**src/sv/beta_after_energy_loss_defines.svh**
```systemverilog
// Assertion macros used by the top RTL file of the beta correction block.
`ifndef BETA_AFTER_ENERGY_LOSS_DEFINES_SVH
`define BETA_AFTER_ENERGY_LOSS_DEFINES_SVH

// Same-cycle implication, checked outside reset.
`define BAE_ASSERT_IMPL(lbl, clk, rst, ante, cons, msg) \
   lbl: assert property (@(posedge clk) disable iff (rst) (ante) |-> (cons)) \
      else $error(msg);

// Next-cycle implication, checked outside reset.
`define BAE_ASSERT_NEXT(lbl, clk, rst, ante, cons, msg) \
   lbl: assert property (@(posedge clk) disable iff (rst) (ante) |=> (cons)) \
      else $error(msg);

`endif

```
**src/sv/bae_pkg.sv**
```systemverilog
`timescale 1ns / 1ps
`default_nettype none

package bae_pkg;

   localparam int BETA_W = 16;
   localparam int E_W    = 24;
   localparam int E1_W   = 25;

   // Nucleon mass 931.5 MeV in 1/256 MeV units, its double and its square.
   localparam int MASS_W = 18;
   localparam logic [MASS_W-1:0] MASS    = 18'd238464;
   localparam logic [MASS_W:0]   MASS2   = 19'd476928;
   localparam logic [35:0]       MASS_SQ = 36'(MASS) * 36'(MASS);

   // Energy quotient M^2 * 2^32 / (2^32 - beta^2) and its square root.
   localparam int D_W      = 2 * BETA_W + 1;
   localparam int Q1_W     = 51;
   localparam int G_W      = 26;
   localparam int DIV_PRE  = Q1_W - 2 * BETA_W;
   localparam logic [D_W-1:0] BETA_SQ_ONE = 33'h1_0000_0000;

   // Beta quotient E1*(E1+2M) * 2^32 / (E1+M)^2 and its square root.
   localparam int DEN_W = 50;
   localparam int Q2_W  = 2 * BETA_W;

   localparam logic [E_W-1:0] E_MAX = 24'hFF_FFFF;

   localparam logic signed [33:0] CORR_ROUND = 34'sd8192;
   localparam int CORR_SHIFT = 14;

   localparam int CSR_W      = 3;
   localparam int CSR_DATA_W = 24;
   localparam logic [CSR_W-1:0] CSR_BETA_SOURCE    = 3'd0;
   localparam logic [CSR_W-1:0] CSR_BETA_FIXED     = 3'd1;
   localparam logic [CSR_W-1:0] CSR_ENERGY_DEPOSIT = 3'd2;
   localparam logic [CSR_W-1:0] CSR_CORR_OFFSET    = 3'd3;
   localparam logic [CSR_W-1:0] CSR_CORR_GAIN      = 3'd4;
   localparam logic [CSR_W-1:0] CSR_CORR_MEAN      = 3'd5;

   localparam logic [1:0] SRC_MEASURED  = 2'd0;
   localparam logic [1:0] SRC_CORRECTED = 2'd1;
   localparam logic [1:0] SRC_FIXED     = 2'd2;
   // The spare source code behaves as the fixed source.
   localparam logic [1:0] SRC_SPARE     = 2'd3;

   localparam logic [1:0] ST_OK     = 2'd0;
   localparam logic [1:0] ST_RANGE  = 2'd1;
   localparam logic [1:0] ST_NOTPOS = 2'd2;

   localparam logic signed [15:0] GAIN_RESET = 16'sd16384;

   localparam int RSP_TDATA_W = 72;

   typedef struct packed {
      logic [1:0]        beta_source;
      logic [BETA_W-1:0] beta_fixed;
      logic [E_W-1:0]    energy_deposit;
      logic [BETA_W-1:0] corr_offset;
      logic signed [15:0] corr_gain;
      logic [BETA_W-1:0] corr_mean;
   } cfg_type;

   typedef struct packed {
      logic              valid;
      logic              oor;
      logic [BETA_W-1:0] beta;
   } beta_item_type;

   typedef struct packed {
      logic [1:0]            status;
      logic [E_W-1:0]        e0;
      logic signed [E1_W-1:0] e1;
   } tag_type;

   typedef struct packed {
      logic    valid;
      tag_type tag;
   } energy_item_type;

   typedef struct packed {
      logic                   valid;
      logic [1:0]             status;
      logic [BETA_W-1:0]      beta_out;
      logic [E_W-1:0]         e0;
      logic signed [E1_W-1:0] e1;
   } result_type;

endpackage

`default_nettype wire

```
**src/sv/bae_src.sv**
```systemverilog
`timescale 1ns / 1ps
`default_nettype none

module bae_src
   import bae_pkg::*;
(
   input  logic              clock,
   input  logic              reset,
   input  logic              en,
   input  logic              in_valid,
   input  logic [BETA_W-1:0] in_beta,
   input  cfg_type           cfg,
   output beta_item_type     out_item
);

   logic               v1_ff;
   logic               v2_ff;
   logic [BETA_W-1:0]  mb1_ff;
   logic [BETA_W-1:0]  mb2_ff;
   logic signed [16:0] diff;
   logic signed [32:0] prod_in;
   logic signed [32:0] prod_ff;
   logic signed [33:0] rnd;
   logic signed [19:0] shf;
   logic signed [20:0] corr;
   logic               corr_oor;
   beta_item_type      item_in;
   beta_item_type      item_ff;

   assign diff    = $signed({1'b0, mb1_ff}) - $signed({1'b0, cfg.corr_mean});
   assign prod_in = 33'(cfg.corr_gain) * 33'(diff);

   // Arithmetic shift of the biased product floors, so ties round upward.
   assign rnd      = 34'(prod_ff) + CORR_ROUND;
   assign shf      = 20'(rnd >>> CORR_SHIFT);
   assign corr     = 21'(shf) + $signed({5'b0, cfg.corr_offset});
   assign corr_oor = corr[20:BETA_W] != 5'd0;

   always_comb begin
      item_in.valid = v2_ff;
      item_in.oor   = 1'b0;
      item_in.beta  = cfg.beta_fixed;
      case (cfg.beta_source)
         SRC_MEASURED: begin
            item_in.beta = mb2_ff;
         end
         SRC_CORRECTED: begin
            item_in.beta = corr[BETA_W-1:0];
            item_in.oor  = corr_oor;
         end
         default: begin
            item_in.beta = cfg.beta_fixed;
         end
      endcase
   end

   always_ff @(posedge clock) begin
      if (reset) begin
         v1_ff   <= 1'b0;
         v2_ff   <= 1'b0;
         item_ff <= '0;
      end else if (en) begin
         v1_ff   <= in_valid;
         v2_ff   <= v1_ff;
         item_ff <= item_in;
      end
   end

   always_ff @(posedge clock) begin
      if (en) begin
         mb1_ff  <= in_beta;
         mb2_ff  <= mb1_ff;
         prod_ff <= prod_in;
      end
   end

   assign out_item = item_ff;

endmodule

`default_nettype wire

```
**config.mk**
```make
export PLATFORM = sky130hd
export DESIGN_NAME = bae_src
export DESIGN_NICKNAME = d
export VERILOG_FILES = /design/src/sv/beta_after_energy_loss_defines.svh /design/src/sv/bae_pkg.sv /design/src/sv/bae_src.sv
export SDC_FILE = /design/constraint.sdc
export NUM_CORES = 1
export LEC_CHECK = 0
export BUFFER_PORTS_ARGS = -buffer_cell sky130_fd_sc_hd__buf_4
export CORE_MARGIN = 2
export CORE_UTILIZATION = 45
export CTS_BUF_LIST = sky130_fd_sc_hd__clkbuf_8
export DETAILED_ROUTE_END_ITERATION = 7
export PLACE_DENSITY_LB_ADDON = 0.1
export SYNTH_ARGS = -nofsm -noshare
export SYNTH_HDL_FRONTEND = slang
export SYNTH_SLANG_ARGS = --single-unit
```
**constraint.sdc**
```tcl
create_clock -name clock -period 9.8 [get_ports clock]
set_clock_uncertainty 0.2 [all_clocks]
set_input_delay 0.98 -clock clock [delete_from_list [all_inputs] [get_ports clock]]
set_output_delay 0.98 -clock clock [all_outputs]
set_load 0.05 [all_outputs]
```
Yosys cells after proc, flatten, opt, wreduce, memory -nomap -nowiden
Index checks and enable logic that the tools add are counted.
{ "op_classes": {"eq_ne": 1, "add_sub_neg": 3, "n_mux": 2, "reduce_logical": 2, "multipliers": 1} }
{ "op_table": {"columns": ["cell", "n"], "rows": [
  ["$add 33x15->34 const B", 1],
  ["$mul 16x17->33", 1],
  ["$pmux 16 s2", 1],
  ["$add 20x17->21", 1],
  ["$sub 16x16->17", 1],
  ["$reduce_bool 5->1", 1],
  ["$eq 2x1->1 const B", 1],
  ["$logic_not 2->1", 1],
  ["$mux 1", 1]
]} }
{ "totals": {"output_inout_bits": 18, "reg_bits": 85, "elab_cells": 17, "inputBits": 110} }

Longest topological paths before layout
{ "depth": {"word_depth": 4, "ltp_mapped": 32} }

Worst setup path before layout
OpenSTA, ideal clock, no wires.
{ "synth_path": {"path_type": "input port to flip-flop", "from": "input cfg[0] in the netlist's numbering", "to": "register prod_ff[30] (data pin)", "setup_slack_ns": 1.381, "setup_ns": 0.261, "path_stages": 29, "n_path_buf": 1, "t_arrival_ns": 7.957, "path_cell_list": "ha_1 fa_1 nor2b_1 o21a_1 o21ai_1 a221o_1 a311oi_1 o21ai_1 a31oi_2 buf_4 nand2_1 fa_1 fa_1 inv_1 fa_1 inv_1 fa_1 fa_1 fa_1 inv_1 ha_1 a21o_1 a211oi_1 a21oi_1 o21a_1 o21ai_1 a211o_1 nand2_1 a311o_1"} }
{ "synth_between": {"elab_chain_cells": 2} }
{ "synth_rtl": {"columns": ["element", "line", "text"], "rows": [
  ["start, declared", "bae_src.sv:12", "input cfg_type cfg,"],
  ["$sub 16x16->17", "bae_src.sv:30", "assign diff = $signed({1'b0, mb1_ff}) - $signed({1'b0, cfg.corr_mean});"],
  ["$mul 16x17->33", "bae_src.sv:31", "assign prod_in = 33'(cfg.corr_gain) * 33'(diff);"],
  ["via prod_in[30]", "bae_src.sv:21", "logic signed [32:0] prod_in;"],
  ["end signal, assigned", "bae_src.sv:73", "prod_ff <= prod_in;"],
  ["end, declared", "bae_src.sv:22", "logic signed [32:0] prod_ff;"]
]} }
The timed path passes the listed nets, and every way through them passes these cells.
A chain may end at the register's enable or synchronous reset.

Worst setup path in the final report
{ "layout_path": {"from": "input cfg[1] in the netlist's numbering", "to": "register prod_ff[30] (data pin)"} }
Same word-level chain as after synthesis.

==> summary.txt <==
================================================================================
Worst-margin pin slew                                                    1.19 ns
Stage delay of the slowest cell on the critical path                     0.53 ns
Number of primary I/O pins                                                   128
Port Buf Inserts                                                             103
Buffers inserted during post-CTS setup optimization                            0
Worst setup startpoint                                                    cfg[1]
Number of DRC markers after the initial detailed-route iteration             567
Max Freq                                                                 111 MHz
Clock-pin slew on the worst setup and hold paths                         0.07 ns
Clock tree from TritonCTS                                                   done
Level count of the clock H-tree                                                3
Critical Path AT                                                         8.91 ns
Req. time, crit path                                                     9.71 ns
Post-cts hold buffer count                                                     0
Final period demand of the worst path                                    9.00 ns
Clock Sinks                                                                   72
Number of antenna-violating nets in the routed design                          0
Synth Net Count                                                             2201
Number of synthesized flops with an enable pin                                52
Unrepaired setup endpoints after global routing                            false
Setup-failing EPs final                                                        0
Die H                                                                     188 um
Number of nets at the end of the flow                                       2262
Detailed-route wire length                                              38800 um
Aggregate global-route resource usage                                      23.1%
Crit-path most repeated cell                                        sky130_fd_sc_hd__fa_1
Cell with the most instances after synthesis                        sky130_fd_sc_hd__inv_1
Count of antenna diodes in the layout                                          0
CTS Buffer Depth                                                               2
Clk Tree Root Cell                                                  sky130_fd_sc_hd__clkbuf_8
Top_reg_cell synth                                                  sky130_fd_sc_hd__edfxtp_1
Routed wirelength normalized by instance count                           17.5 um
GR Overflow Total                                                              0
Starting density of the core                                               45.6%
Detailed-placement wirelength estimate                                  30600 um
Die Area                                                               35500 um2
Seq/Total Area, Yosys                                                      12.8%
Final-layout setup total negative slack                                     0 ns
Result of the run                                                   finished clean
Layout overhead on the synthesized area                                    9.43%
Std-Cell Core Area                                                     33500 um2
First-pass GRT wire length                                              64100 um
Worst Hold Class                                                      reg -> reg
Final-report hold violation count                                              0
Detailed-router iteration count before antenna repair                          5
Cell taking the most area after synthesis                           sky130_fd_sc_hd__fa_1
CTS-repair resized insts                                                       0
Cts bufs inserted                                                              9
Number of flip-flops and latches in the synthesized netlist                   72
Endpoint type of the worst setup path                                   register
Share of synthesized registers carrying an async set or reset                 0%
Post-Syn Area                                                          15300 um2
Type of the worst setup path                                           in -> reg
Maximum fanout along the worst path                                           16
Via count                                                                  11500
Cell count after synthesis                                                  1700
Post-Syn Area per Cell                                                  8.99 um2
Vias in the first global route                                             12300
Commonest cells in the netlist                                      360 x sky130_fd_sc_hd__inv_1, 277 x sky130_fd_sc_hd__fa_1, 205 x sky130_fd_sc_hd__nand2_1
Min-delay src                                                          mb1_ff[0]
Final Wtd Congestion                                                       0.846
Final number of max-transition violations                                      0
Layout Utilization                                                         49.9%
Fraction of final layout cells with drive strength greater than 1          9.63%
# Max-Cap Violations                                                           0
Startpoint kind of the worst setup timing path                         input pin
Filler cells                                                                3307
Number of rows created at floorplan                                           67
Start of the worst register-to-register path                           mb1_ff[1]
Synthesis warning total                                                        0
Width of the chip                                                         188 um
Smallest hold slack                                                     0.264 ns
Top post-synthesis cells by area                                    sky130_fd_sc_hd__fa_1 36%, sky130_fd_sc_hd__edfxtp_1 10%, sky130_fd_sc_hd__ha_1 9.3%
Vias per cell                                                               5.21
Standard cell with the maximum stage delay on the critical path     sky130_fd_sc_hd__fa_1
Relative max-transition margin                                             20.4%
Maximum number of pins on one net before global-route repair                  57
Worst-skew pair later-pin latency                                        0.36 ns
Share of the clock period used by the worst path after layout              91.9%
Distinct cell type count of the synthesized netlist                           74
Number of antenna violations at the first check in global routing              0
Area share of the largest cell type after synthesis                        36.3%
DRC violations left                                                            0
================================================================================
==> layout make-up <==
cell class,instances,area [um2],area share [%]
multi-input cells,1190,11700,69.9
flip-flops and latches,72,1960,11.7
inverters,360,1350,8.08
repair buffers,128,961,5.74
well taps,448,561,3.35
clock buffers,11,151,0.905
clock inverters,5,56.3,0.336
==> path summary, 6_finish.rpt <==
check	end	cells past startpoint	slack, ns
min	mb2_ff[0]	0	0.26
min reg2reg	mb2_ff[0]	0	0.26
max reg2reg	prod_ff[30]	28	1.09
max	prod_ff[30]	30	0.80
==> layout by cell type (no fill, tap or decap), types with 9 or more instances in the layout <==
cell | Yosys | final
sky130_fd_sc_hd__a211oi_1 | 13 | 13
sky130_fd_sc_hd__a21oi_1 | 49 | 49
sky130_fd_sc_hd__a31oi_1 | 21 | 21
sky130_fd_sc_hd__and2_1 | 98 | 98
sky130_fd_sc_hd__buf_4 | 1 | 128
sky130_fd_sc_hd__clkbuf_8 | 0 | 11
sky130_fd_sc_hd__dfxtp_1 | 20 | 20
sky130_fd_sc_hd__edfxtp_1 | 52 | 52
sky130_fd_sc_hd__fa_1 | 277 | 277
sky130_fd_sc_hd__ha_1 | 114 | 114
sky130_fd_sc_hd__inv_1 | 360 | 361
sky130_fd_sc_hd__mux2i_1 | 13 | 13
sky130_fd_sc_hd__nand2_1 | 205 | 205
sky130_fd_sc_hd__nand2b_1 | 16 | 16
sky130_fd_sc_hd__nand3_1 | 16 | 16
sky130_fd_sc_hd__nand4_1 | 12 | 12
sky130_fd_sc_hd__nor2_1 | 68 | 68
sky130_fd_sc_hd__nor2b_1 | 27 | 27
sky130_fd_sc_hd__nor3_1 | 15 | 15
sky130_fd_sc_hd__nor3b_1 | 17 | 17
sky130_fd_sc_hd__o21a_1 | 12 | 12
sky130_fd_sc_hd__o21ai_0 | 23 | 23
sky130_fd_sc_hd__o21ai_1 | 9 | 9
sky130_fd_sc_hd__o22ai_1 | 17 | 17
sky130_fd_sc_hd__xnor2_1 | 48 | 46
sky130_fd_sc_hd__xor2_1 | 10 | 10
==> registers in the layout (all words and copies together), names as in the netlist <==
register,flops
v1_ff,1
v2_ff,1
mb2_ff,16
mb1_ff,16
out_item,18
prod_ff,20
==> cell families (layout without fill, tap and decap cells) <==
logic type	count (synthesis)	after routing	share of synthesized area, %
mux	15	15	0.998
xor+xnor	59	59	3.43
flops	72	72	12.8
fa+ha+maj	391	391	45.6
compound gates	215	215	9.66
simple gates	510	510	16.7
buf+inv	438	504	10.8
==> worst max-delay path, delay by kind of cell <==
| family | cells | cell delay (ns) |
|---|---|---|
| AOI/OAI and AO/OA | 13 | 3.44 |
| adders and majority gates | 8 | 3.60 |
| buffers and inverters | 6 | 0.56 |
| and+or+nand+nor | 3 | 0.33 |
==> metrics by stage <==
| step | setup WS, ns | cells | cell area (um2) |
|---|---|---|---|
| floorplan | 1.38 | 1700 | 15300 |
| global placement | 0.538 | 2198 | 16500 |
| detailed placement | 0.449 | 2198 | 16500 |
| CTS | 0.818 | 2214 | 16700 |
| global route | 0.292 | 2214 | 16700 |
| finish | 0.798 | 2214 | 16700 |
==> per-layer routing <==
metal	global-route usage, %	vias up	wire (um)
met1	30.3	5824	17000
li1	-	5458	-
met2	40.2	212	19300
met3	3.18	51	1400
met5	0	-	0
met4	6.22	0	1140
Power is left out: the tool's default activity adds up to more than one toggle a clock period on the data nets, which glitch-free logic cannot reach.
